==> config.mk <==
export PLATFORM = sky130hd
export DESIGN_NAME = htba_front
export DESIGN_NICKNAME = d
export VERILOG_FILES = /design/src/hdl/htba_pkg.sv /design/src/hdl/htba_front.sv
export SDC_FILE = /design/constraint.sdc
export NUM_CORES = 1
export LEC_CHECK = 0
export BUFFER_PORTS_ARGS = -buffer_cell sky130_fd_sc_hd__buf_2
export CORE_ASPECT_RATIO = 0.9
export CORE_MARGIN = 10
export CORE_UTILIZATION = 49
export CTS_BUF_LIST = sky130_fd_sc_hd__clkbuf_4 sky130_fd_sc_hd__clkbuf_8
export DETAILED_ROUTE_END_ITERATION = 10
export HOLD_SLACK_MARGIN = 0.08
export PLACE_DENSITY = 0.79
export RECOVER_POWER = 25
export SYNTH_ARGS = -nofsm -noshare
export SYNTH_HDL_FRONTEND = slang
export SYNTH_SLANG_ARGS = --single-unit
==> constraint.sdc <==
create_clock -name clock -period 4.1 [get_ports clock]
set_input_delay 0.82 -clock clock [delete_from_list [all_inputs] [get_ports clock]]
set_output_delay 0.82 -clock clock [all_outputs]
set_load 0.005 [all_outputs]
==> src/hdl/htba_pkg.sv <==
`timescale 1ns / 1ps
// ----------------------------------------------------------------------------
// htba_pkg
// Shared types and constants of the heading to binary angle converter: the
// per-transaction control word and the sine and cosine bin boundary tables.
// ----------------------------------------------------------------------------
package htba_pkg;

   localparam int DEFAULT_COORD_WIDTH = 16;
   localparam int BIN_COUNT           = 32;
   localparam int CELL_COUNT          = BIN_COUNT - 1;
   localparam int BIN_W               = $clog2(BIN_COUNT);
   localparam int TAB_W               = 64;
   localparam int CONST_LO_W          = 32;
   localparam int CONST_HI_W          = 31;

   localparam logic [7:0] HEADING_POS_Z = 8'd64;
   localparam logic [7:0] HEADING_NEG_Z = 8'd192;
   localparam logic [7:0] HALF_TURN     = 8'd128;
   localparam logic [7:0] HALF_TURN_M1  = 8'd127;
   localparam logic [5:0] QUADRANT_MAX  = 6'd63;
   localparam logic [5:0] OCTANT_EDGE   = 6'd32;

   localparam logic [TAB_W-1:0] ONE_Q = 64'h4000_0000_0000_0000;

   typedef logic [TAB_W-1:0] tab_type [BIN_COUNT];

   typedef struct packed {
      logic             xzero;
      logic             zpos;
      logic             xneg;
      logic             zneg;
      logic             swapped;
      logic             exact;
      logic             equal;
      logic             done;
      logic [BIN_W-1:0] bin;
   } ctrl_type;

   function automatic logic [TAB_W-1:0] sqrt_q(input logic [TAB_W-1:0] v);
      logic [127:0]     n;
      logic [127:0]     p;
      logic [TAB_W-1:0] r;
      logic [TAB_W-1:0] t;
      n = {64'b0, v} << 62;
      r = '0;
      for (int idx = 62; idx >= 0; idx--) begin
         t = r | (64'd1 << idx);
         p = {64'b0, t} * {64'b0, t};
         if (p <= n) begin
            r = t;
         end
      end
      return r;
   endfunction

   function automatic logic [TAB_W-1:0] mul_q(input logic [TAB_W-1:0] a,
                                              input logic [TAB_W-1:0] b);
      logic [127:0] p;
      p = {64'b0, a} * {64'b0, b};
      return p[125:62] + {63'b0, p[61]};
   endfunction

   function automatic tab_type build_tab(input logic want_sin);
      tab_type          ct;
      tab_type          st;
      logic [TAB_W-1:0] c;
      logic [TAB_W-1:0] c1;
      logic [TAB_W-1:0] s1;
      c = '0;
      for (int i = 0; i < 5; i++) begin
         c = sqrt_q((ONE_Q + c) >> 1);
      end
      c1 = sqrt_q((ONE_Q + c) >> 1);
      s1 = sqrt_q((ONE_Q - c) >> 1);
      ct[0] = ONE_Q;
      st[0] = '0;
      ct[1] = c1;
      st[1] = s1;
      for (int i = 2; i < BIN_COUNT; i++) begin
         ct[i] = mul_q(ct[i-1], c1) - mul_q(st[i-1], s1);
         st[i] = mul_q(st[i-1], c1) + mul_q(ct[i-1], s1);
      end
      return want_sin ? st : ct;
   endfunction

   localparam tab_type COS_TAB = build_tab(1'b0);
   localparam tab_type SIN_TAB = build_tab(1'b1);

endpackage

==> src/hdl/htba_front.sv <==
`timescale 1ns / 1ps
// ----------------------------------------------------------------------------
// htba_front
// Input stage: split both coordinates into sign and magnitude, order the
// magnitudes into the first octant and record the special cases.
// ----------------------------------------------------------------------------
module htba_front #(
   parameter int COORD_WIDTH = htba_pkg::DEFAULT_COORD_WIDTH
) (
   input  logic                   clock,
   input  logic                   reset,
   input  logic                   advance,
   input  logic                   in_valid,
   input  logic [COORD_WIDTH-1:0] x_coord,
   input  logic [COORD_WIDTH-1:0] z_coord,
   output logic                   out_valid,
   output htba_pkg::ctrl_type     out_ctrl,
   output logic [COORD_WIDTH-1:0] out_a,
   output logic [COORD_WIDTH-1:0] out_b
);
   import htba_pkg::*;

   logic                   valid_ff;
   ctrl_type               ctrl_ff;
   ctrl_type               ctrl_in;
   logic [COORD_WIDTH-1:0] a_ff;
   logic [COORD_WIDTH-1:0] a_in;
   logic [COORD_WIDTH-1:0] b_ff;
   logic [COORD_WIDTH-1:0] b_in;
   logic [COORD_WIDTH-1:0] u_mag;
   logic [COORD_WIDTH-1:0] w_mag;

   always_comb begin
      u_mag = x_coord[COORD_WIDTH-1] ? (~x_coord + 1'b1) : x_coord;
      w_mag = z_coord[COORD_WIDTH-1] ? (~z_coord + 1'b1) : z_coord;
      ctrl_in         = '0;
      ctrl_in.xzero   = (u_mag == '0);
      ctrl_in.zpos    = !z_coord[COORD_WIDTH-1] && (w_mag != '0);
      ctrl_in.xneg    = x_coord[COORD_WIDTH-1];
      ctrl_in.zneg    = z_coord[COORD_WIDTH-1];
      ctrl_in.swapped = (w_mag > u_mag);
      ctrl_in.exact   = (w_mag == '0) || (w_mag == u_mag);
      ctrl_in.equal   = (w_mag == u_mag);
      a_in = ctrl_in.swapped ? u_mag : w_mag;
      b_in = ctrl_in.swapped ? w_mag : u_mag;
   end

   always_ff @(posedge clock) begin
      if (reset) begin
         valid_ff <= 1'b0;
      end else if (advance) begin
         valid_ff <= in_valid;
      end
   end

   always_ff @(posedge clock) begin
      if (advance) begin
         ctrl_ff <= ctrl_in;
         a_ff    <= a_in;
         b_ff    <= b_in;
      end
   end

   assign out_valid = valid_ff;
   assign out_ctrl  = ctrl_ff;
   assign out_a     = a_ff;
   assign out_b     = b_ff;

endmodule

=== Word level (Yosys, flattened, before mapping) ===
Index checks and enable logic that the tools add are counted.

* Register bits: 40
* Output and inout port bits: 46

* Multiplexer cells: 4
* Reduce and logical (&&, ||, !) cells: 6
* Add/subtract/negate cells: 2
* Bitwise logic cells: 2
* Eq/ne operators: 1
* Magnitude comparators: 1

{| class="wikitable"
|+ Operators by type and width
! operator !! count
|-
| 16-bit two-way mux || 4
|-
| 16-bit by 1-bit adder with 16-bit output (second input constant) || 2
|-
| 16-bit logical NOT || 2
|-
| 16-bit inverter || 2
|-
| 16-bit == test || 1
|-
| 16-bit greater-than comparator || 1
|-
| 16-bit nonzero test || 1
|-
| 1-bit logical AND || 1
|-
| 1-bit logical NOT || 1
|-
| 1-bit logical OR || 1
|}

=== Logic depth before layout (Yosys ltp) ===
* Depth after elaboration: 5
* Mapped depth: 14

=== Worst setup path before layout ===
Ideal clock, no wire load.

* Kind: in2reg
* From: input z_coord[0]
* To: register a_ff[10] (netlist: out_a[10]), data pin
* Path slack: -166 ps
* Stages: 13
* Data arrival time: 3,987 ps
* Path buffers: 1
* Required time: 3,821 ps
* Library setup time: 279 ps
* Cell sequence: inv_1 ha_1 or4b_2 o41ai_1 xor2_1 inv_1 ha_1 nand4_1 nor2_1 o31ai_1 a21oi_1 clkbuf_1 mux2i_1

* Word-level cells in the longest chain between the ends: 5

{| class="wikitable"
|+ Ends and longest elaborated chain
! item !! RTL line !! RTL
|-
| from (decl) || htba_front.sv:15 || <nowiki>input logic [COORD_WIDTH-1:0] z_coord,</nowiki>
|-
| 16-bit inverter || htba_front.sv:35 || <nowiki>w_mag = z_coord[COORD_WIDTH-1] ? (~z_coord + 1'b1) : z_coord;</nowiki>
|-
| 16-bit by 1-bit adder with 16-bit output || htba_front.sv:35 ||
|-
| 16-bit two-way mux (*) || htba_front.sv:35 ||
|-
| 16-bit greater-than comparator || htba_front.sv:41 || <nowiki>ctrl_in.swapped = (w_mag > u_mag);</nowiki>
|-
| 16-bit two-way mux (*) || htba_front.sv:44 || <nowiki>a_in = ctrl_in.swapped ? u_mag : w_mag;</nowiki>
|-
| named net a_in[10] || htba_front.sv:27 || <nowiki>logic [COORD_WIDTH-1:0] a_in;</nowiki>
|-
| to (signal assigned) || htba_front.sv:59 || <nowiki>a_ff <= a_in;</nowiki>
|-
| to (decl) || htba_front.sv:26 || <nowiki>logic [COORD_WIDTH-1:0] a_ff;</nowiki>
|}

Mark *: on every way through the listed nets, which the timed path passes. The rest lies on a longest branch.
A chain may end at the register's enable or synchronous reset.

=== Final worst setup path ===
* From: input x_coord[4]
* To: register b_ff[4] (netlist: out_b[4]), data pin

* Word-level cells in the longest chain between the ends: 5

{| class="wikitable"
|+ Ends and longest elaborated chain
! item !! RTL line !! RTL
|-
| from (decl) || htba_front.sv:14 || <nowiki>input logic [COORD_WIDTH-1:0] x_coord,</nowiki>
|-
| 16-bit inverter || htba_front.sv:34 || <nowiki>u_mag = x_coord[COORD_WIDTH-1] ? (~x_coord + 1'b1) : x_coord;</nowiki>
|-
| 16-bit by 1-bit adder with 16-bit output || htba_front.sv:34 ||
|-
| 16-bit two-way mux (*) || htba_front.sv:34 ||
|-
| 16-bit greater-than comparator || htba_front.sv:41 ||
|-
| 16-bit two-way mux (*) || htba_front.sv:45 || <nowiki>b_in = ctrl_in.swapped ? w_mag : u_mag;</nowiki>
|-
| named net b_in[4] || htba_front.sv:29 || <nowiki>logic [COORD_WIDTH-1:0] b_in;</nowiki>
|-
| to (signal assigned) || htba_front.sv:60 || <nowiki>b_ff <= b_in;</nowiki>
|-
| to (decl) || htba_front.sv:28 || <nowiki>logic [COORD_WIDTH-1:0] b_ff;</nowiki>
|}

Marks and branches as above.

==> metrics.txt <==
RSZ-0062 raised after global routing=false; Crit. End Element=flop; Synth top cells by count=edfxtp_1 (39), mux2i_1 (35), xor2_1 (21); total track usage=0.151; CP max FO=18; Setup crit start kind=primary input; min-delay src=out_valid; syn_area_per_cell=11.0 um^2; CTS H-Tree Depth=2; first-pass GRT wire length=11.5 mm; CTS tree=built; mapped cell area=2940 um^2; Clock Tree Root=clkbuf_8; Max-Cap Viols=0; 1st-iter DRT viols=around 130; initial antenna violation count=0; share of cells above drive strength 1=0.281; PostCTS Resize Cnt=0; via count of the routed design=2400; CTS Buffer Depth=2; status=completed; drt pass-1 iters=4; RR Startpoint=out_valid; nets=between 400 and 500; synth top area cells=edfxtp_1 (40%), mux2i_1 (12%), ha_1 (7.7%); Yosys top cell area share=0.398; EDFF count, synth=39; antenna viol nets, final=0; Port Buffers=75; antenna diode count=0; number of global-route vias before repair=2329; synth warn=0; pwr/cell area=336 nW/um^2; register bit total from synthesis=40; Worst slew margin=0.412; DR WL/cell=16.5 um; maximum vdd drop=roughly 0.15 mV; row count=26; Setup TNS Final=0 ps; Vias/cell=5.50; top-count cell post-synth=edfxtp_1; min cycle time layout=3840 ps; kind of critical path=primary input to flop; die height=approximately 93 um; Hold Violations, Final=0; Reg2Reg Depth=2; Remaining DRCs=0; largest net degree at the start of global routing=41; Skew-Pair Late Insertion Delay=between 200 and 300 ps; setup ws final=256 ps; Reg2Reg Setup Slack=3510 ps; GR Overflow Total=0; Distinct cells, synth=54; Crit Reg-Reg Endpoint=out_valid; die area=9500 um^2; Tot Pwr=around 1.2 mW; Post-CTS Setup Bufs=0; Post-Route WL=7.18 mm; CTS Hold Bufs=0; synthesized instance count=267; Worst Path Arrival=around 3900 ps; clk slew on worst S/H paths=80 ps; Die Width=102 um; total CTS buffers=5; placer congestion estimate=0.890; DP HPWL=5.90 mm; f_max=260 MHz; I/O pin count=82; Least-Margin Pin Slew=883 ps; max-slew violation count=0; clk sink count=40; pre-CTS setup slack=-35.0 ps; worst hold endpoint=out_valid; Final period util=0.938; Most used DFF post-synth=edfxtp_1; top cell type by total area after synthesis=edfxtp_1; area grow syn2layout=22.6%; filler cell count=476; Initial Utilization=0.510; Worst Clk Skew=0 ps; # setup viols final=0; Leak Pwr=1.58 nW; core area=5760 um^2; post-synthesis sequential area ratio=0.405; Worst EP required=a little over 4000 ps; Async S/R FF share, synth=0; Min Hold Slack=502 ps; Worst Hold Depth=2; worst min path class=flop to flop; final core utilization=0.626
[registers in the layout, indices dropped and copies added (netlist names)]
signal     flops
out_a         16
out_b         16
out_ctrl       7
out_valid      1
[per-stage QoR]
step	cells	instance area, um^2
after floorplan	272	2970
after global placement	428	3550
after detailed placement	428	3550
after CTS	436	3630
after global routing	436	3600
final	436	3600
[worst max path at each step]
stage	from	endpoint	slack, ps
6_report	x_coord[4]	out_b[4]	260
5_1_grt	z_coord[0]	out_a[6]	40
4_1_cts	z_coord[0]	out_b[4]	260
3_5_place_dp	x_coord[4]	out_b[4]	-30
3_3_place_gp	x_coord[4]	out_b[3]	20
2_1_floorplan	x_coord[2]	out_b[13]	5
[layout by cell type (no fill, tap or decap), types with 2 or more instances in the layout]
cell type	n
nand2_1	8
edfxtp_1	39
xor2_1	21
o21ai_0	6
buf_2	55
buf_4	26
nor2_1	8
clkinv_2	2
xnor2_1	4
or2_2	3
o31ai_1	8
clkbuf_8	5
nor4_1	5
nand4_1	7
a31oi_1	2
buf_12	2
ha_1	18
a21oi_1	5
and3_1	2
clkbuf_1	19
a21boi_0	2
o41ai_1	5
or4b_1	2
or3_1	4
inv_1	20
conb_1	6
nor2b_1	4
a21o_1	5
mux2i_1	35
nor3_1	3
nand3_1	6
nand2b_1	3
[layer usage]
layer	share of wire	global-route usage
met5	0	0
met1	0.47	0.209
met4	0.011	0.0476
met3	0.081	0.0331
met2	0.44	0.229
[cell families after synthesis]
family | synth area share
other | 0.00128
flip-flops | 0.405
AO/OA/AOI/OAI | 0.114
XOR/XNOR | 0.0800
buffers and inverters | 0.0664
multiplexers | 0.119
adder cells (fa/ha/maj) | 0.0766
AND/OR/NAND/NOR | 0.138
[worst max-delay path, cell delays in order]
cell and delay (ps):
buf_2 130, or4_4 540, or3_4 420, o41ai_2 240
xor2_1 280, ha_1 300, a21o_1 170, a21o_1 170
a211oi_1 360, a21oi_4 130, buf_12 190, mux2i_1 120
[report_power, final]
| part | internal (mW) | total (mW) | switching (mW) |
|---|---|---|---|
| registers | 0.527 | 0.540 | 0.0127 |
| clock network | 0.116 | 0.250 | 0.135 |
| logic | 0.198 | 0.421 | 0.223 |
| total | 0.841 | 1.21 | 0.370 |
[layout make-up]
type	count	area [um^2]	share of cell area
Clock buffer	5	68.8	0.0191
Clock inverter	3	13.8	0.00382
Sequential cell	40	1190	0.330
Tap cell	70	87.6	0.0243
Multi-Input combinational cell	195	1580	0.439
Inverter	20	75.1	0.0208
Timing Repair Buffer	103	586	0.162
Note: power is estimated with default switching activity, not from simulation.
