$ cat config.mk
export PLATFORM = sky130hd
export DESIGN_NAME = htba_cell
export DESIGN_NICKNAME = d
export VERILOG_FILES = /design/src/hdl/htba_pkg.sv /design/src/hdl/htba_cell.sv
export SDC_FILE = /design/constraint.sdc
export NUM_CORES = 2
export LEC_CHECK = 0
export BUFFER_PORTS_ARGS = -buffer_cell sky130_fd_sc_hd__buf_2
export CORE_ASPECT_RATIO = 0.5
export CORE_MARGIN = 4
export CORE_UTILIZATION = 60
export DETAILED_ROUTE_END_ITERATION = 8
export PLACE_DENSITY_LB_ADDON = 0.1
export SLEW_MARGIN = 20
export SYNTH_ARGS = -nofsm -noshare
export SYNTH_HDL_FRONTEND = slang
export SYNTH_SLANG_ARGS = --single-unit
$ cat constraint.sdc
create_clock -name clock -period 13.1 [get_ports clock]
set_clock_uncertainty 0.1 [all_clocks]
set_input_delay 0.655 -clock clock [delete_from_list [all_inputs] [get_ports clock]]
set_output_delay 0.655 -clock clock [all_outputs]
set_load 0.005 [all_outputs]
$ cat src/hdl/htba_pkg.sv
`timescale 1ns / 1ps
// ----------------------------------------------------------------------------
// htba_pkg
// Shared types and constants of the heading to binary angle converter: the
// per-transaction control word and the sine and cosine bin boundary tables.
// ----------------------------------------------------------------------------
package htba_pkg;

   localparam int DEFAULT_COORD_WIDTH = 16;
   localparam int BIN_COUNT           = 32;
   localparam int CELL_COUNT          = BIN_COUNT - 1;
   localparam int BIN_W               = $clog2(BIN_COUNT);
   localparam int TAB_W               = 64;
   localparam int CONST_LO_W          = 32;
   localparam int CONST_HI_W          = 31;

   localparam logic [7:0] HEADING_POS_Z = 8'd64;
   localparam logic [7:0] HEADING_NEG_Z = 8'd192;
   localparam logic [7:0] HALF_TURN     = 8'd128;
   localparam logic [7:0] HALF_TURN_M1  = 8'd127;
   localparam logic [5:0] QUADRANT_MAX  = 6'd63;
   localparam logic [5:0] OCTANT_EDGE   = 6'd32;

   localparam logic [TAB_W-1:0] ONE_Q = 64'h4000_0000_0000_0000;

   typedef logic [TAB_W-1:0] tab_type [BIN_COUNT];

   typedef struct packed {
      logic             xzero;
      logic             zpos;
      logic             xneg;
      logic             zneg;
      logic             swapped;
      logic             exact;
      logic             equal;
      logic             done;
      logic [BIN_W-1:0] bin;
   } ctrl_type;

   function automatic logic [TAB_W-1:0] sqrt_q(input logic [TAB_W-1:0] v);
      logic [127:0]     n;
      logic [127:0]     p;
      logic [TAB_W-1:0] r;
      logic [TAB_W-1:0] t;
      n = {64'b0, v} << 62;
      r = '0;
      for (int idx = 62; idx >= 0; idx--) begin
         t = r | (64'd1 << idx);
         p = {64'b0, t} * {64'b0, t};
         if (p <= n) begin
            r = t;
         end
      end
      return r;
   endfunction

   function automatic logic [TAB_W-1:0] mul_q(input logic [TAB_W-1:0] a,
                                              input logic [TAB_W-1:0] b);
      logic [127:0] p;
      p = {64'b0, a} * {64'b0, b};
      return p[125:62] + {63'b0, p[61]};
   endfunction

   function automatic tab_type build_tab(input logic want_sin);
      tab_type          ct;
      tab_type          st;
      logic [TAB_W-1:0] c;
      logic [TAB_W-1:0] c1;
      logic [TAB_W-1:0] s1;
      c = '0;
      for (int i = 0; i < 5; i++) begin
         c = sqrt_q((ONE_Q + c) >> 1);
      end
      c1 = sqrt_q((ONE_Q + c) >> 1);
      s1 = sqrt_q((ONE_Q - c) >> 1);
      ct[0] = ONE_Q;
      st[0] = '0;
      ct[1] = c1;
      st[1] = s1;
      for (int i = 2; i < BIN_COUNT; i++) begin
         ct[i] = mul_q(ct[i-1], c1) - mul_q(st[i-1], s1);
         st[i] = mul_q(st[i-1], c1) + mul_q(ct[i-1], s1);
      end
      return want_sin ? st : ct;
   endfunction

   localparam tab_type COS_TAB = build_tab(1'b0);
   localparam tab_type SIN_TAB = build_tab(1'b1);

endpackage

$ cat src/hdl/htba_cell.sv
`timescale 1ns / 1ps
// ----------------------------------------------------------------------------
// htba_cell
// One bin boundary of the octant search: multiply the ordered magnitudes by
// the boundary's cosine and sine, then compare the cross products and
// advance the bin count while the vector lies at or above the boundary.
// ----------------------------------------------------------------------------
module htba_cell #(
   parameter int COORD_WIDTH = htba_pkg::DEFAULT_COORD_WIDTH,
   parameter int BIN_INDEX   = 1
) (
   input  logic                   clock,
   input  logic                   reset,
   input  logic                   advance,
   input  logic                   in_valid,
   input  htba_pkg::ctrl_type     in_ctrl,
   input  logic [COORD_WIDTH-1:0] in_a,
   input  logic [COORD_WIDTH-1:0] in_b,
   output logic                   out_valid,
   output htba_pkg::ctrl_type     out_ctrl,
   output logic [COORD_WIDTH-1:0] out_a,
   output logic [COORD_WIDTH-1:0] out_b
);
   import htba_pkg::*;

   localparam int PP_W   = COORD_WIDTH + CONST_LO_W;
   localparam int PROD_W = COORD_WIDTH + CONST_LO_W + CONST_HI_W;

   localparam logic [TAB_W-1:0]      COS_K  = COS_TAB[BIN_INDEX];
   localparam logic [TAB_W-1:0]      SIN_K  = SIN_TAB[BIN_INDEX];
   localparam logic [CONST_LO_W-1:0] COS_LO = COS_K[CONST_LO_W-1:0];
   localparam logic [CONST_HI_W-1:0] COS_HI = COS_K[CONST_LO_W+CONST_HI_W-1:CONST_LO_W];
   localparam logic [CONST_LO_W-1:0] SIN_LO = SIN_K[CONST_LO_W-1:0];
   localparam logic [CONST_HI_W-1:0] SIN_HI = SIN_K[CONST_LO_W+CONST_HI_W-1:CONST_LO_W];

   logic                   mul_valid_ff;
   ctrl_type               mul_ctrl_ff;
   logic [COORD_WIDTH-1:0] mul_a_ff;
   logic [COORD_WIDTH-1:0] mul_b_ff;
   logic [PP_W-1:0]        pa_lo_ff;
   logic [PP_W-1:0]        pa_lo_in;
   logic [PP_W-1:0]        pa_hi_ff;
   logic [PP_W-1:0]        pa_hi_in;
   logic [PP_W-1:0]        pb_lo_ff;
   logic [PP_W-1:0]        pb_lo_in;
   logic [PP_W-1:0]        pb_hi_ff;
   logic [PP_W-1:0]        pb_hi_in;

   logic                   cmp_valid_ff;
   ctrl_type               cmp_ctrl_ff;
   ctrl_type               cmp_ctrl_in;
   logic [COORD_WIDTH-1:0] cmp_a_ff;
   logic [COORD_WIDTH-1:0] cmp_b_ff;
   logic [PROD_W-1:0]      lhs;
   logic [PROD_W-1:0]      rhs;

   assign pa_lo_in = PP_W'(in_a) * PP_W'(COS_LO);
   assign pa_hi_in = PP_W'(in_a) * PP_W'(COS_HI);
   assign pb_lo_in = PP_W'(in_b) * PP_W'(SIN_LO);
   assign pb_hi_in = PP_W'(in_b) * PP_W'(SIN_HI);

   always_comb begin
      lhs = (PROD_W'(pa_hi_ff) << CONST_LO_W) + PROD_W'(pa_lo_ff);
      rhs = (PROD_W'(pb_hi_ff) << CONST_LO_W) + PROD_W'(pb_lo_ff);
      cmp_ctrl_in = mul_ctrl_ff;
      if (!mul_ctrl_ff.done) begin
         if (lhs >= rhs) begin
            cmp_ctrl_in.bin = BIN_W'(BIN_INDEX);
         end else begin
            cmp_ctrl_in.done = 1'b1;
         end
      end
   end

   always_ff @(posedge clock) begin
      if (reset) begin
         mul_valid_ff <= 1'b0;
         cmp_valid_ff <= 1'b0;
      end else if (advance) begin
         mul_valid_ff <= in_valid;
         cmp_valid_ff <= mul_valid_ff;
      end
   end

   always_ff @(posedge clock) begin
      if (advance) begin
         mul_ctrl_ff <= in_ctrl;
         mul_a_ff    <= in_a;
         mul_b_ff    <= in_b;
         pa_lo_ff    <= pa_lo_in;
         pa_hi_ff    <= pa_hi_in;
         pb_lo_ff    <= pb_lo_in;
         pb_hi_ff    <= pb_hi_in;
         cmp_ctrl_ff <= cmp_ctrl_in;
         cmp_a_ff    <= mul_a_ff;
         cmp_b_ff    <= mul_b_ff;
      end
   end

   assign out_valid = cmp_valid_ff;
   assign out_ctrl  = cmp_ctrl_ff;
   assign out_a     = cmp_a_ff;
   assign out_b     = cmp_b_ff;

endmodule

* Yosys cells after proc, flatten, opt, wreduce, memory -nomap -nowiden
Cells that the tools add are included.
** Word-level totals
- Memory bits (writable) :: 0
- Memories :: 0
- Bits in read-only memories :: 0
- Logic and storage cells :: 38
- Output and inout port bits :: 46
- Latch bits :: 0
- Register bits after elaboration :: 267
** Cells by class
- Reduce and logical (&&, ||, !) cells :: 0
- Multipliers :: 4
- $lt $le $gt $ge :: 1
- $add $sub $neg :: 2
- Shift-type cells :: 0
- Equal/unequal tests :: 0
- Multiplexer cells :: 3
- Divide/modulo/power cells :: 0
- Bitwise gates (word level) :: 0
** Operator list (count)
- 78-bit by 44-bit adder with 79-bit output :: 1
- 79-bit by 74-bit >= comparator with 1-bit output :: 1
- 73-bit by 47-bit adder with 74-bit output :: 1
- 16-bit by 30-bit multiplier with 46-bit output (second input constant) :: 1
- 16-bit by 29-bit multiplier with 45-bit output (second input constant) :: 1
- 16-bit by 27-bit multiplier with 43-bit output (second input constant) :: 1
- 16-bit by 25-bit multiplier with 41-bit output (second input constant) :: 1
- 5-bit 2-to-1 mux :: 2
- 1-bit 2-to-1 mux :: 1

* Logic depth before layout (Yosys ltp)
- Word-level depth :: 4
- Mapped depth :: 24
- Mapped depth without buffers :: 24

* Worst setup path after synthesis
Ideal clock, no wire load.
- Path type :: input port to flip-flop
- Start :: in in_b[13]
- End :: reg pb_lo_ff[43], data pin
- Slack :: 6.454 ns
- Path buffers :: 1
- Data arrival time :: 6.286 ns
- Setup time :: 0.260 ns
- Data required time :: 12.740 ns
- Stages :: 22
- Cells stage by stage :: fa_1 inv_1 fa_1 inv_1 fa_1 fa_1 inv_1 fa_1 fa_1 inv_1 ha_1 clkbuf_1 a21o_1 a21o_1 a21oi_1 nor2b_1 a41oi_1 o311a_1 nor2_1 a221o_1 a21oi_1 xnor2_1
** On the way
- Longest elaborated chain between the ends :: 1
** Ends and longest elaborated chain
- from (decl) :: RTL line htba_cell.sv:18 : input logic [COORD_WIDTH-1:0] in_b,
- 16-bit by 29-bit multiplier with 45-bit output :: RTL line htba_cell.sv:59 : assign pb_lo_in = PP_W'(in_b) * PP_W'(SIN_LO);
- named net pb_lo_in[43] :: RTL line htba_cell.sv:45 : logic [PP_W-1:0] pb_lo_in;
- to (signal assigned) :: RTL line htba_cell.sv:92 : pb_lo_ff <= pb_lo_in;
- to (decl) :: RTL line htba_cell.sv:44 : logic [PP_W-1:0] pb_lo_ff;
The timed path passes the listed nets, and every way through them passes these cells.
A chain may end at the register's enable or synchronous reset.

* Worst setup path in the final report
- Start :: in in_b[4]
- End :: reg pb_lo_ff[46], data pin
The elaborated chain is that of the path after synthesis.

==> key figures <==
Timing
  – Slew Limit Fails: 0
  – Final worst-path setup slack: 5.974 ns
  – Final worst path period need: 7.126 ns
  – FMAX: 140.3 MHz
  – Least-Margin Pin Slew: 1.149 ns
  – Post-route clock period utilization: 54.40%
  – Max_slew headroom: 22.68%
  – RSZ-0062 raised after global routing: false
  – Hold WS: 0.1106 ns
  – Final hold vios: 0
  – Total Neg Setup Slack: 0 ns
  – # setup viols final: 0

Clocking
  – CTS Sinks: 257
  – H-tree depth: 1
  – Cts repair resizes: 0
  – CTS buffer count: 28
  – Cts hold-fix bufs: 0
  – CTS root buf: clkbuf_16
  – CTS tree: yes
  – Longest Clk Path Bufs: 3
  – Clock transition at path regs: 0.07 ns
  – Post-CTS setup buffer count: 0
  – Clk_lat worst skew: 0.61 ns

GRT
  – GRT Resource Usage Total: 30.87%
  – Initial antenna violation count: 3
  – Global-route wire length before repair: 163200 um
  – Total grt overflow: 0
  – Largest net degree at the start of global routing: 166
  – Number of global-route vias before repair: 27960

Critical path
  – Crit Path Max Fanout: 11
  – Crit path required time: 13.34 ns
  – Startpoint Class: input pin
  – CP Capture Type: flop
  – Crit path kind: in -> reg
  – CP arrival: 7.37 ns

Logic synthesis
  – Synth Register Bits: 257
  – Avg Cell Area, Syn: 10.62 um2
  – Largest family of logic cells by synthesized area: adder cells
  – Fraction of registers with async set or reset after synthesis: 0%
  – Post-synth EDFFs: 255
  – Syn nets: 5010
  – Top_reg_cell synth: edfxtp_1
  – Cell type with the highest aggregate area in the netlist: fa_1
  – Xor-xnor portion of the synthesized cell area: 5.091%
  – Synthesized instance count: 3693
  – Synth Area in Compound Gates: 9.161%
  – Area of the mapped netlist: 0.03922 mm2
  – Mux contribution to synthesized area: 0.1531%
  – Yosys top cell area share: 28.68%
  – Synth Warn #: 0
  – Adder-cell share of the synthesized area: 51.20%
  – Yosys cell types: 75
  – Sequential area share after synthesis: 19.62%
  – Simple-Gate Fraction of Synth Area: 5.857%
  – Largest cells by area after synthesis: fa_1 (29%), ha_1 (23%), edfxtp_1 (20%), inv_1 (8.8%), xnor2_1 (3.3%)

Floorplanning
  – Row count: 65
  – Die ar.: 0.06978 mm2
  – Core ar.: 0.06384 mm2
  – I/O Pins: 95
  – Initial Util: 61.44%
  – Die Width: 369.6 um
  – Die H: 188.8 um

Finish
  – Filler Cells Inserted: 5163
  – Synthesis-to-layout area growth: 6.380%
  – Diodes inserted: 0
  – Nets: 5124
  – Finished Layout Cells: 4700
  – Commonest non-fill, non-tap cells in the layout: inv_1 (916), ha_1 (706), fa_1 (562)
  – Leading cell type in the layout, fill and taps excluded: inv_1
  – Share of layout cells above drive strength 1: 4.597%

Routing
  – Routed Antenna Nets: 0
  – Detailed-route via count: 26850
  – Drt wl/cell: 22.38 um
  – DRC violations left: 0
  – Routed WL: 105200 um
  – Initial DRC count: 1950
  – DRT Pass-1 Iters: 5
  – Vias per cell: 5.712

Placement
  – Final GP Congestion: 0.9973
  – Post-Place Worst Slack: 5.454 ns
  – I/O Buffers: 94
  – DP HPWL: 89270 um
  – DP Cell Count: 4648

Status
  – Outcome: finished, final reports clean

Run
  – Max_cap viols: 0

Worst hold path
  – Worst min-delay path class: in -> reg
[Yosys cell counts, drive strengths merged (20+ instances only)]
cell and count:
nand4 37, nand2 93, nand2b 23, fa 562
o21ai 88, o21a 32, nand3 56, o21bai 23
nor3 20, nor2 109, edfxtp 255, a21oi 173
and3 30, ha 706, inv 916, xnor2 150
a21o 115, xor2 78
[worst paths after layout]
| kind | from | to | slack, ns | cells past startpoint |
|---|---|---|---|---|
| setup / recovery | in_b[4] | pb_lo_ff[46]$_DFFE_PP_ | 5.97 | 22 |
| setup reg to reg | mul_b_ff[0]$_DFFE_PP_ | out_ctrl[2]$_DFFE_PP_ | 6.88 | 22 |
| hold / removal | in_ctrl[7] | cmp_ctrl_in[7]$_DFFE_PP_ | 0.11 | 1 |
| hold reg to reg | cmp_ctrl_in[6]$_DFFE_PP_ | out_ctrl[6]$_DFFE_PP_ | 0.32 | 0 |
[registers in the layout (all words and copies together), names as in the netlist]
register / cells
cmp_ctrl_in: 7
mul_a_ff: 16
mul_b_ff: 16
mul_ctrl_ff: 6
mul_valid_ff: 1
out_a: 16
out_b: 16
out_ctrl: 13
out_valid: 1
pa_hi_ff: 40
pa_lo_ff: 42
pb_hi_ff: 40
pb_lo_ff: 43
[layer usage]
| layer | vias up | share of wire (%) | global-route usage, % |
|---|---|---|---|
| met5 | - | 0.011 | 0 |
| met4 | 2 | 2.2 | 5.948 |
| met3 | 125 | 8.4 | 6.697 |
| met2 | 889 | 44 | 48.73 |
| met1 | 13450 | 45 | 44.44 |
| li1 | 12380 | - | - |
[logic make-up after synthesis]
| kind of cell | after synthesis |
|---|---|
| adder cells (fa/ha/maj) | 1268 |
| XOR/XNOR | 228 |
| AND/OR/NAND/NOR | 454 |
| multiplexers | 6 |
| flip-flops | 257 |
| buffers and inverters | 929 |
| AO/OA/AOI/OAI | 551 |
[critical path, stage by stage]
cell	delay [ns]
buf_2	0.23
fa_1	0.79
inv_1	0.22
fa_1	0.50
fa_1	0.44
fa_1	0.49
inv_1	0.05
fa_1	0.48
inv_1	0.06
fa_1	0.53
inv_1	0.04
ha_1	0.33
and2_1	0.21
and4_1	0.20
o21ai_0	0.15
a21oi_1	0.19
o21ai_0	0.27
a31oi_1	0.20
a2111oi_1	0.83
o31ai_1	0.19
a21oi_1	0.21
xnor2_1	0.08
[per-stage QoR]
stage	utilization, %	instance area, um2
after floorplan	-	39220
after global routing	65.36	41730
after global placement	63.86	40770
after CTS	65.36	41730
final	65.36	41730
after detailed placement	63.86	40770
[layout make-up]
| cell class | count | area, um2 | share of cell area, % |
|---|---|---|---|
| multi-input cells | 2507 | 28030 | 67.18 |
| flip-flops and latches | 257 | 7697 | 18.45 |
| inverters | 916 | 3438 | 8.240 |
| well taps | 871 | 1090 | 2.612 |
| clock buffers | 31 | 733.2 | 1.757 |
| repair buffers | 97 | 515.5 | 1.235 |
| clock inverters | 21 | 220.2 | 0.5278 |
Power is left out: the tool's default activity adds up to more than one toggle a clock period on the data nets, which glitch-free logic cannot reach.
