==> config.mk <==
export PLATFORM = sky130hd
export DESIGN_NAME = htba_back
export DESIGN_NICKNAME = d
export VERILOG_FILES = /design/src/hdl/htba_pkg.sv /design/src/hdl/htba_back.sv
export SDC_FILE = /design/constraint.sdc
export NUM_CORES = 1
export LEC_CHECK = 0
export ABC_AREA = 0
export BUFFER_PORTS_ARGS = -buffer_cell sky130_fd_sc_hd__clkbuf_2
export CAP_MARGIN = 20
export CORE_MARGIN = 2
export CORE_UTILIZATION = 49
export DETAILED_ROUTE_END_ITERATION = 16
export PLACE_DENSITY = 0.7
export SETUP_SLACK_MARGIN = 0.5
export SLEW_MARGIN = 25
export SYNTH_ARGS = -nofsm -noshare
export SYNTH_HDL_FRONTEND = slang
export SYNTH_SLANG_ARGS = --single-unit
==> constraint.sdc <==
create_clock -name clock -period 5 [get_ports clock]
set_input_delay 0.5 -clock clock [delete_from_list [all_inputs] [get_ports clock]]
set_output_delay 0.5 -clock clock [all_outputs]
set_load 0.02 [all_outputs]
==> src/hdl/htba_pkg.sv <==
`timescale 1ns / 1ps
// ----------------------------------------------------------------------------
// htba_pkg
// Shared types and constants of the heading to binary angle converter: the
// per-transaction control word and the sine and cosine bin boundary tables.
// ----------------------------------------------------------------------------
package htba_pkg;

   localparam int DEFAULT_COORD_WIDTH = 16;
   localparam int BIN_COUNT           = 32;
   localparam int CELL_COUNT          = BIN_COUNT - 1;
   localparam int BIN_W               = $clog2(BIN_COUNT);
   localparam int TAB_W               = 64;
   localparam int CONST_LO_W          = 32;
   localparam int CONST_HI_W          = 31;

   localparam logic [7:0] HEADING_POS_Z = 8'd64;
   localparam logic [7:0] HEADING_NEG_Z = 8'd192;
   localparam logic [7:0] HALF_TURN     = 8'd128;
   localparam logic [7:0] HALF_TURN_M1  = 8'd127;
   localparam logic [5:0] QUADRANT_MAX  = 6'd63;
   localparam logic [5:0] OCTANT_EDGE   = 6'd32;

   localparam logic [TAB_W-1:0] ONE_Q = 64'h4000_0000_0000_0000;

   typedef logic [TAB_W-1:0] tab_type [BIN_COUNT];

   typedef struct packed {
      logic             xzero;
      logic             zpos;
      logic             xneg;
      logic             zneg;
      logic             swapped;
      logic             exact;
      logic             equal;
      logic             done;
      logic [BIN_W-1:0] bin;
   } ctrl_type;

   function automatic logic [TAB_W-1:0] sqrt_q(input logic [TAB_W-1:0] v);
      logic [127:0]     n;
      logic [127:0]     p;
      logic [TAB_W-1:0] r;
      logic [TAB_W-1:0] t;
      n = {64'b0, v} << 62;
      r = '0;
      for (int idx = 62; idx >= 0; idx--) begin
         t = r | (64'd1 << idx);
         p = {64'b0, t} * {64'b0, t};
         if (p <= n) begin
            r = t;
         end
      end
      return r;
   endfunction

   function automatic logic [TAB_W-1:0] mul_q(input logic [TAB_W-1:0] a,
                                              input logic [TAB_W-1:0] b);
      logic [127:0] p;
      p = {64'b0, a} * {64'b0, b};
      return p[125:62] + {63'b0, p[61]};
   endfunction

   function automatic tab_type build_tab(input logic want_sin);
      tab_type          ct;
      tab_type          st;
      logic [TAB_W-1:0] c;
      logic [TAB_W-1:0] c1;
      logic [TAB_W-1:0] s1;
      c = '0;
      for (int i = 0; i < 5; i++) begin
         c = sqrt_q((ONE_Q + c) >> 1);
      end
      c1 = sqrt_q((ONE_Q + c) >> 1);
      s1 = sqrt_q((ONE_Q - c) >> 1);
      ct[0] = ONE_Q;
      st[0] = '0;
      ct[1] = c1;
      st[1] = s1;
      for (int i = 2; i < BIN_COUNT; i++) begin
         ct[i] = mul_q(ct[i-1], c1) - mul_q(st[i-1], s1);
         st[i] = mul_q(st[i-1], c1) + mul_q(ct[i-1], s1);
      end
      return want_sin ? st : ct;
   endfunction

   localparam tab_type COS_TAB = build_tab(1'b0);
   localparam tab_type SIN_TAB = build_tab(1'b1);

endpackage

==> src/hdl/htba_back.sv <==
`timescale 1ns / 1ps
// ----------------------------------------------------------------------------
// htba_back
// Output stage: unfold the octant bin into a full-turn heading, then hold
// it in an output register backed by a skid register.
// ----------------------------------------------------------------------------
module htba_back (
   input  logic               clock,
   input  logic               reset,
   input  logic               in_valid,
   input  htba_pkg::ctrl_type in_ctrl,
   output logic               advance,
   output logic               rsp_tvalid,
   input  logic               rsp_tready,
   output logic [7:0]         rsp_tdata
);
   import htba_pkg::*;

   logic       fold_valid_ff;
   logic [7:0] fold_heading_ff;
   logic [7:0] fold_heading_in;
   logic       out_valid_ff;
   logic [7:0] out_heading_ff;
   logic       skid_valid_ff;
   logic [7:0] skid_heading_ff;
   logic       take;
   logic [5:0] oct;
   logic [5:0] quad;
   logic [7:0] half;

   always_comb begin
      oct  = in_ctrl.equal ? OCTANT_EDGE : {1'b0, in_ctrl.bin};
      quad = in_ctrl.swapped ? (QUADRANT_MAX - oct) : oct;
      if (in_ctrl.xneg) begin
         half = (in_ctrl.exact ? HALF_TURN : HALF_TURN_M1) - {2'b0, quad};
      end else begin
         half = {2'b0, quad};
      end
      if (in_ctrl.xzero) begin
         fold_heading_in = in_ctrl.zpos ? HEADING_POS_Z : HEADING_NEG_Z;
      end else begin
         fold_heading_in = in_ctrl.zneg ? (8'd0 - half) : half;
      end
   end

   assign advance = !skid_valid_ff;
   assign take    = rsp_tready || !out_valid_ff;

   always_ff @(posedge clock) begin
      if (reset) begin
         fold_valid_ff <= 1'b0;
      end else if (advance) begin
         fold_valid_ff <= in_valid;
      end
   end

   always_ff @(posedge clock) begin
      if (advance) begin
         fold_heading_ff <= fold_heading_in;
      end
   end

   always_ff @(posedge clock) begin
      if (reset) begin
         out_valid_ff  <= 1'b0;
         skid_valid_ff <= 1'b0;
      end else if (skid_valid_ff) begin
         if (take) begin
            out_valid_ff  <= 1'b1;
            skid_valid_ff <= 1'b0;
         end
      end else if (fold_valid_ff) begin
         if (take) begin
            out_valid_ff <= 1'b1;
         end else begin
            skid_valid_ff <= 1'b1;
         end
      end else if (take) begin
         out_valid_ff <= 1'b0;
      end
   end

   always_ff @(posedge clock) begin
      if (skid_valid_ff) begin
         if (take) begin
            out_heading_ff <= skid_heading_ff;
         end
      end else if (fold_valid_ff) begin
         if (take) begin
            out_heading_ff <= fold_heading_ff;
         end else begin
            skid_heading_ff <= fold_heading_ff;
         end
      end
   end

   assign rsp_tvalid = out_valid_ff;
   assign rsp_tdata  = out_heading_ff;

endmodule

==> After elaboration in Yosys (flattened, before gate mapping) <==
Index checks and enable logic that the tools add are counted.
{ "totals": {"regBits": 27, "inputBits": 17, "wordCells": 36} }
{ "op_classes": {"addsub": 3, "muxes": 18, "n_bitwise": 2, "reduce_logical": 7} }
{ "op_table": {"columns": ["cell", "n"], "rows": [
  ["8-bit 2-to-1 mux", 9],
  ["6-bit 2-to-1 mux", 2],
  ["1-bit by 8-bit subtractor with 8-bit output (first input constant)", 1],
  ["8-bit by 6-bit subtractor with 8-bit output", 1],
  ["1-bit 2-to-1 mux", 7],
  ["6-bit subtractor (first input constant)", 1],
  ["3-bit AND reduction", 1],
  ["3-bit nonzero test", 1],
  ["1-bit zero test", 2],
  ["1-bit inverter", 2],
  ["2-bit AND reduction", 1],
  ["2-bit nonzero test", 1],
  ["1-bit logical OR", 1]
]} }

==> Logic depth before layout (Yosys ltp) <==
Gate-level depths: netlist of run 1.
{ "logic_depth": {"word_depth": 8, "depth_mapped": 12, "depth_no_buf": 12} }

==> Worst setup path before layout of run 1 <==
OpenSTA, ideal clock, no wires.
{ "synth_timing": {"kind": "input-to-reg", "start": "input in_ctrl[6] (netlist bit)", "end": "register fold_heading_ff[7], data pin", "setup_time_ps": 270, "arrival_time_ps": 2869, "path_slack_ps": 1861, "cell_stages": 12, "path_buffers": 0, "cell_sequence": "and2b_1 -> xnor2_1 -> ha_1 -> inv_1 -> fa_1 -> nand2b_1 -> a21oi_1 -> xnor2_1 -> nand3_1 -> or3_1 -> o211ai_1 -> o211ai_2"} }
{ "synth_between": {"elab_chain_len": 8} }
{ "synth_lines": {"columns": ["element", "line", "source"], "rows": [
  ["start, declared", "htba_back.sv:11", "input htba_pkg::ctrl_type in_ctrl,"],
  ["6-bit 2-to-1 mux *", "htba_back.sv:32", "oct = in_ctrl.equal ? OCTANT_EDGE : {1'b0, in_ctrl.bin};"],
  ["6-bit subtractor", "htba_back.sv:33", "quad = in_ctrl.swapped ? (QUADRANT_MAX - oct) : oct;"],
  ["6-bit 2-to-1 mux *", "htba_back.sv:33", null],
  ["8-bit by 6-bit subtractor with 8-bit output", "htba_back.sv:35", "half = (in_ctrl.exact ? HALF_TURN : HALF_TURN_M1) - {2'b0, quad};"],
  ["8-bit 2-to-1 mux *", "htba_back.sv:34", "if (in_ctrl.xneg) begin"],
  ["1-bit by 8-bit subtractor with 8-bit output", "htba_back.sv:42", "fold_heading_in = in_ctrl.zneg ? (8'd0 - half) : half;"],
  ["8-bit 2-to-1 mux *", "htba_back.sv:42", null],
  ["8-bit 2-to-1 mux *", "htba_back.sv:39", "if (in_ctrl.xzero) begin"],
  ["net fold_heading_in[7]", "htba_back.sv:21", "logic [7:0] fold_heading_in;"],
  ["end signal, assigned", "htba_back.sv:59", "fold_heading_ff <= fold_heading_in;"],
  ["end, declared", "htba_back.sv:20", "logic [7:0] fold_heading_ff;"]
]} }
Mark *: on every way through the listed nets, which the timed path passes. The rest lies on a longest branch.
A chain may end at the register's enable or synchronous reset.

==> Worst setup path in the final report of run 1 <==
{ "layout_timing": {"start": "input in_ctrl[8] (netlist bit)", "end": "register fold_heading_ff[7], data pin"} }
{ "layout_between": {"elab_chain_len": 6} }
{ "layout_lines": {"columns": ["element", "line"], "rows": [
  ["6-bit 2-to-1 mux *", "htba_back.sv:33"],
  ["8-bit by 6-bit subtractor with 8-bit output", "htba_back.sv:35"],
  ["8-bit 2-to-1 mux *", "htba_back.sv:34"],
  ["1-bit by 8-bit subtractor with 8-bit output", "htba_back.sv:42"],
  ["8-bit 2-to-1 mux *", "htba_back.sv:42"],
  ["8-bit 2-to-1 mux *", "htba_back.sv:39"],
  ["net fold_heading_in[7]", "htba_back.sv:21"]
]} }
Marked as above.

==> results of run 1 <==
## power by group through the flow
stage | clock network, mW | logic [mW] | registers (mW)
finish | 0.115 | 0.136 | 0.276
global route | 0.127 | 0.152 | 0.278
CTS | 0.120 | 0.136 | 0.276
detailed placement | 0 | 0.136 | 0.281
global placement | 0 | 0.131 | 0.280
floorplan | 0 | 0.102 | 0.285
## metal layers
metal  vias up  track usage [%]  share of wire (%)
met4         0            6.915                1.3
met3         4            1.563                2.9
li1        650                -                  -
met1       643            18.66                 41
met2        31            29.64                 55
met5         -                0                  0
## synth_stat cells, types with 4 or more instances
cell type                   n  share of area, %
sky130_fd_sc_hd__edfxtp_1  24                40
sky130_fd_sc_hd__nor2_1    16               3.3
sky130_fd_sc_hd__nand2_1    9               1.9
sky130_fd_sc_hd__xnor2_1    9               4.4
sky130_fd_sc_hd__mux2_2     8               5.0
sky130_fd_sc_hd__inv_1      6               1.2
sky130_fd_sc_hd__mux2i_1    6               3.3
sky130_fd_sc_hd__nor2b_1    6               2.1
sky130_fd_sc_hd__o21ai_0    6               1.7
sky130_fd_sc_hd__ha_1       5               3.5
sky130_fd_sc_hd__nand2b_1   5               1.7
sky130_fd_sc_hd__nor3_1     5               1.4
sky130_fd_sc_hd__nand4_1    4               1.4
## worst max-delay path: stages
cell                       delay (ps)
sky130_fd_sc_hd__clkbuf_2         280
sky130_fd_sc_hd__inv_1            190
sky130_fd_sc_hd__xnor2_1          240
sky130_fd_sc_hd__ha_1             190
sky130_fd_sc_hd__inv_1             60
sky130_fd_sc_hd__fa_1             510
sky130_fd_sc_hd__nand2b_1         220
sky130_fd_sc_hd__a21oi_1          230
sky130_fd_sc_hd__xnor2_1          200
sky130_fd_sc_hd__nand3_1          160
sky130_fd_sc_hd__or3_1            410
sky130_fd_sc_hd__o211ai_1         220
sky130_fd_sc_hd__o211ai_2         100
## metrics by stage
step / setup slack [ps] / hold WS, ps
final: 1488 / 423.1
after CTS: 1492 / 418.1
after detailed placement: 1207 / 435.2
after global routing: 1231 / 419.8
after floorplan: 1861 / 422.2
after global placement: 1272 / 431.3
## logic make-up (layout without fill, tap and decap cells)
kind of cell,count (synthesis),count (layout),share of synthesized area [%]
XOR/XNOR,13,13,6.718
flip-flops,27,27,43.21
buffers and inverters,16,35,4.778
multiplexers,14,14,8.311
AO/OA/AOI/OAI,30,30,12.88
adder cells (fa/ha/maj),6,6,4.571
AND/OR/NAND/NOR,62,62,19.53
## area by class of cell
type	instances	area [sq um]	share of cell area, %
multi-input cells	125	944.7	47.75
flip-flops and latches	27	780.7	39.47
repair buffers	25	125.1	6.325
well taps	48	60.06	3.036
clock buffers	4	45.04	2.277
inverters	6	22.52	1.139
## sequential cells by signal (all words and copies together) (netlist names)
| register | cells |
|---|---|
| skid_heading_ff | 8 |
| skid_valid_ff | 1 |
| rsp_tvalid | 1 |
| rsp_tdata | 8 |
| fold_heading_ff | 8 |
| fold_valid_ff | 1 |
## worst paths after layout
path | endpoint | slack (ps) | depth (start not counted)
setup / recovery | fold_heading_ff[7] | 1490 | 13
hold / removal | rsp_tvalid | 420 | 2
setup reg to reg | skid_heading_ff[3] | 3540 | 1
hold reg to reg | skid_heading_ff[5] | 450 | 0
==> flow_summary.ini, run 1 <==
[run_status]
outcome = finished, final reports clean

[layout]
post-route-util_pct = 54.86
most-common-layout-cells = sky130_fd_sc_hd__clkbuf_2, sky130_fd_sc_hd__edfxtp_1, sky130_fd_sc_hd__nor2_1, sky130_fd_sc_hd__xnor2_1, sky130_fd_sc_hd__nand2_1
n_fill_cell = 327
antenna_cells_inserted = 0
instances_no_fill = 235
layout.nets = 211
flow.area_growth_from_synthesis_pct = 9.488
design_area_sq_um = 1978
mostFrequentLayoutCell = sky130_fd_sc_hd__clkbuf_2
ratio_of_cells_with_drive_above_1_in_the_final_layout_pct = 23.53

[sta]
report.final.hold_viol_count = 0
fin_tns_setup_ps = 0
final.period_utilization_pct = 70.25
final.min_clock_period_ps = 3512
skew_ps = 5.406
timing.final.max_slew_violations = 0
max_slew.worst_pin.slew_ps = 614.7
rsz0062_at_grt = no
final-setup-viol-count = 0
maxClockFrequency_mhz = 284.7
timing.slew.headroom_pct = 58.84

[global_route]
first_pass_grt_wire_length_um = 5264
vias_in_the_first_global_route = 1176
global_route.overflow_total = 0
antenna_found_initial = 0
gr-usage-all-layers_pct = 16.03
grt_max_degree = 23

[die]
initial_core_util_pct = 50.10
core_region_area_sq_um = 3606
die_outline_area_sq_um = 4189
design.portCount = 27
die-width_um = 64.72
die-height_um = 64.72
placement_rows = 22

[clock_network]
cts_htree_levels = 1
cts_setup_buffers = 0
worst_setup_hold_path_clk_slew_ps = 80
worstSkewPairLatency_ps = 260
cts_buffers = 3
cts_resized = 0
clock_sinks = 27
cts_tree = built
total_of_hold_buffers_inserted_after_clock_tree_synthesis = 0
cts-root-to-sink-buffers = 2
clock-root-buffer = sky130_fd_sc_hd__clkbuf_8

[logic_synthesis]
post_synth_inst_count = 168
synth.net_count = 191
synth_edf_count = 24
synth-async-reset-ratio_pct = 0
yosys_most_used_dff = sky130_fd_sc_hd__edfxtp_1
synth_cell_types = 50
yosysWarningCount = 0
seq_area_frac_synth_pct = 43.21
syn-cell-area_sq_um = 1807
postSynthRegisterBits = 27
avg_cell_area_syn_sq_um = 10.75

[setup_path]
worst_setup_path_start_kind = input port
crit_start = in_ctrl[8]
path_max_fanout = 15
reg2reg_from = skid_valid_ff
worst_ep_required_time_ps = 5010
critPathCaptureType = register
criticalPathCategory = in2reg
arrival_ps = 3520

[power_and_ir_drop]
fin_total_pwr_mw = 0.5278
netSwitchingPower_mw = 0.1437
static-leakage-power_nw = 0.7591
power_switching_share_pct = 27.22
cellInternalPower_mw = 0.3842
seq_power_share_pct = 52.3
clock_power_share_pct = 21.9
share_comb_of_total_power_pct = 25.9
pwr_density_cell_nw_per_um2 = 266.8
max-vdd-ir-drop_mv = 0.09942

[placement]
place.gp.congestion = 0.8177
postPlaceCellArea_sq_um = 1933
io_buffers = 25
dpl.cell_count = 231
dp.final_hpwl_um = 2443

[routing]
finalWirelength_um = 3143
detail_route.vias_per_cell = 5.651
drtAntennaViolNets = 0
dr.pass1.iters = 4
drc_errors = 0
via_count = 1328
detail_route.iter0.violations = 83
avgRoutedWirePerCell_um = 13.37

[min_path]
min_from = reset
timing.hold.worst.class = in2reg

[run]
maximum_capacitance_violations = 0
Note: power is estimated with default switching activity, not from simulation.
==> run 2, diff against run 1 <==
--- a/config.mk
+++ b/config.mk
@@ -11,7 +11,7 @@
 export CORE_MARGIN = 2
 export CORE_UTILIZATION = 49
 export DETAILED_ROUTE_END_ITERATION = 16
-export PLACE_DENSITY = 0.7
+export PLACE_DENSITY = 0.73
 export SETUP_SLACK_MARGIN = 0.5
 export SLEW_MARGIN = 25
 export SYNTH_ARGS = -nofsm -noshare
==> constraint.sdc (replaced) <==
create_clock -name clock -period 3.2 [get_ports clock]
set_input_delay 0.32 -clock clock [delete_from_list [all_inputs] [get_ports clock]]
set_output_delay 0.32 -clock clock [all_outputs]
set_load 0.02 [all_outputs]
==> run 2 against run 1 <==
Compared with the run above: die area unchanged; via count fell by 0.45%; routed wire length rose by 8.3%; worst setup slack lost 1000 ps; combinational power is 85% higher; largest power group unchanged; global-route usage up 1.4 points; largest cell class unchanged; critical path type unchanged; first-iteration DRC count shrank 58%; sequential power grew 56%.
==> flow_summary.ini, run 2 (synthesis results as in run 1) <==
[clock_network]
clock-root-buffer = sky130_fd_sc_hd__clkbuf_8
cts_buffers = 3
cts_tree = built
cts_htree_levels = 1
clock_sinks = 27
worst_setup_hold_path_clk_slew_ps = 90
worstSkewPairLatency_ps = 260
cts-root-to-sink-buffers = 2

[run]
maximum_capacitance_violations = 0

[setup_path]
worstRegToRegCells = 1
r2r_setup_slack_ps = 1820
worst_path_dominant_cell_family = simple AND/OR/NAND/NOR gates
path_max_fanout = 7
worst_ep_required_time_ps = 3210
reg2reg_from = skid_valid_ff
arrival_ps = 2750
worstPathBufferInverterCount = 2
critPathCaptureType = register
criticalPathCategory = in2reg
critPathSlowestCell = sky130_fd_sc_hd__fa_2
worst_setup_path_start_kind = input port
crit_chain = buf_6 > and2b_2 > xnor2_2 > ha_2 > inv_2 > fa_2 > nand2b_4 > a21oi_4 > xnor2_2 > nand3_2 > or3_4 > o211ai_1 > o211ai_2
critical-path-max-stage-delay_ps = 430
worstReg2RegEnd = rsp_tdata[4]
path_common_cell = sky130_fd_sc_hd__xnor2_2

[sta]
timing.slew.headroom_pct = 64.15
timing.final.max_slew_violations = 0
final-setup-viol-count = 0
skew_ps = 7.662
fin_tns_setup_ps = 0
rsz0062_at_grt = yes
report.final.hold_viol_count = 0
maxClockFrequency_mhz = 364.5
max_slew.worst_pin.slew_ps = 537.0
final.period_utilization_pct = 85.73
final.min_clock_period_ps = 2743
hold_slack_ps = 248.9

[routing]
finalWirelength_um = 3404
detail_route.vias_per_cell = 5.463
detail_route.iter0.violations = 35
via_count = 1322
dr.pass1.iters = 4
avgRoutedWirePerCell_um = 14.07
drtAntennaViolNets = 0
drc_errors = 0

[die]
die-width_um = 64.72
placement_rows = 22
die-height_um = 64.72
design.portCount = 27
initial_core_util_pct = 50.10
die_outline_area_sq_um = 4189
core_region_area_sq_um = 3606

[min_path]
timing.hold.worst.class = in2reg
min_delay_worst_endpoint = fold_valid_ff
min_from = reset
hold_path_cell_cnt = 2

[global_route]
antenna_found_initial = 0
first_pass_grt_wire_length_um = 5754
global_route.overflow_total = 0
vias_in_the_first_global_route = 1288
gr-usage-all-layers_pct = 17.42
grt_max_degree = 16

[placement]
place.gp.congestion = 0.8389
dp.final_hpwl_um = 2686
io_buffers = 25

[layout]
ff_latch_area_sq_um = 780.7
flow.area_growth_from_synthesis_pct = 18.42
antenna_cells_inserted = 0
ratio_of_cells_with_drive_above_1_in_the_final_layout_pct = 34.54
n_fill_cell = 300
mostFrequentLayoutCell = sky130_fd_sc_hd__edfxtp_1
multi_input_area_sq_um = 1044
most-common-layout-cells = sky130_fd_sc_hd__edfxtp_1, sky130_fd_sc_hd__clkbuf_2, sky130_fd_sc_hd__nor2_1, sky130_fd_sc_hd__nand2_1, sky130_fd_sc_hd__mux2_2
layout.nets = 218

[run_status]
outcome = finished, final reports clean

[power_and_ir_drop]
clock_power_share_pct = 20.8
static-leakage-power_nw = 0.8431
seq_power_share_pct = 50.1
max-vdd-ir-drop_mv = 0.1904
share_comb_of_total_power_pct = 29.1
power_switching_share_pct = 27.86
netSwitchingPower_mw = 0.2401
pwr_density_cell_nw_per_um2 = 402.9
cellInternalPower_mw = 0.6218
-- run 2: cell types whose count changed in the layout (fill, tap and decap cells not counted), moves of 2 or more --
| cell | delta |
|---|---|
| sky130_fd_sc_hd__buf_4 | +7 |
| sky130_fd_sc_hd__clkbuf_2 | -2 |
| sky130_fd_sc_hd__nand2b_1 | -2 |
| sky130_fd_sc_hd__nand2b_4 | +2 |
| sky130_fd_sc_hd__xnor2_1 | -4 |
| sky130_fd_sc_hd__xnor2_2 | +3 |
-- run 2: layout make-up --
type	instances	area share, %
clock inverters	1	0.2339
inverters	6	1.053
well taps	48	2.807
flip-flops and latches	27	36.49
multi-input cells	125	48.77
clock buffers	3	1.930
repair buffers	32	8.713
-- run 2: timing repair --
| item | in CTS | in global routing |
|---|---|---|
| hold buffers | 0 | 0 |
| resized for setup | 9 | 4 |
| endpoints found under the setup margin | 4 | 3 |
| pin swaps | 6 | 1 |
| buffers inserted | 1 | 0 |
-- run 2: worst max path at each step --
| stage | endpoint | slack, ps | cells past startpoint | from |
|---|---|---|---|---|
| finish | fold_heading_ff[7] | 460 | 13 | in_ctrl[6] |
| global route | fold_heading_ff[7] | 340 | 13 | in_ctrl[6] |
| CTS | fold_heading_ff[7] | 480 | 12 | in_ctrl[6] |
| detailed placement | fold_heading_ff[7] | 40 | 13 | in_ctrl[6] |
| global placement | fold_heading_ff[7] | 140 | 13 | in_ctrl[6] |
| floorplan | fold_heading_ff[7] | 390 | 12 | in_ctrl[6] |
-- run 2: metal layers --
layer / vias to the layer above / global-route usage (%) / routed length [um]
met5: - / 0 / 0
li1: 670 / - / -
met3: 2 / 1.215 / 56
met4: 0 / 4.787 / 19
met1: 627 / 18.71 / 1358
met2: 23 / 35.70 / 1970
-- run 2: metrics by stage --
step	utilization (%)	setup slack, ps	std cells	power (mW)	instance area (sq um)
after floorplan	-	385.7	168	0.6142	1846
after global placement	55.79	136.1	237	0.6572	2012
after detailed placement	55.79	36.80	237	0.6721	2012
after CTS	58.85	481.4	242	0.8659	2122
after global routing	59.33	337.0	242	0.9106	2140
final	59.33	456.8	242	0.8619	2140
-- run 2: power by group through the flow --
stage | clock [mW] | sequential [mW] | combinational (mW)
floorplan | 0 | 0.446 | 0.168
global placement | 0 | 0.437 | 0.220
detailed placement | 0 | 0.440 | 0.232
CTS | 0.185 | 0.432 | 0.249
global route | 0.199 | 0.435 | 0.276
finish | 0.180 | 0.431 | 0.251
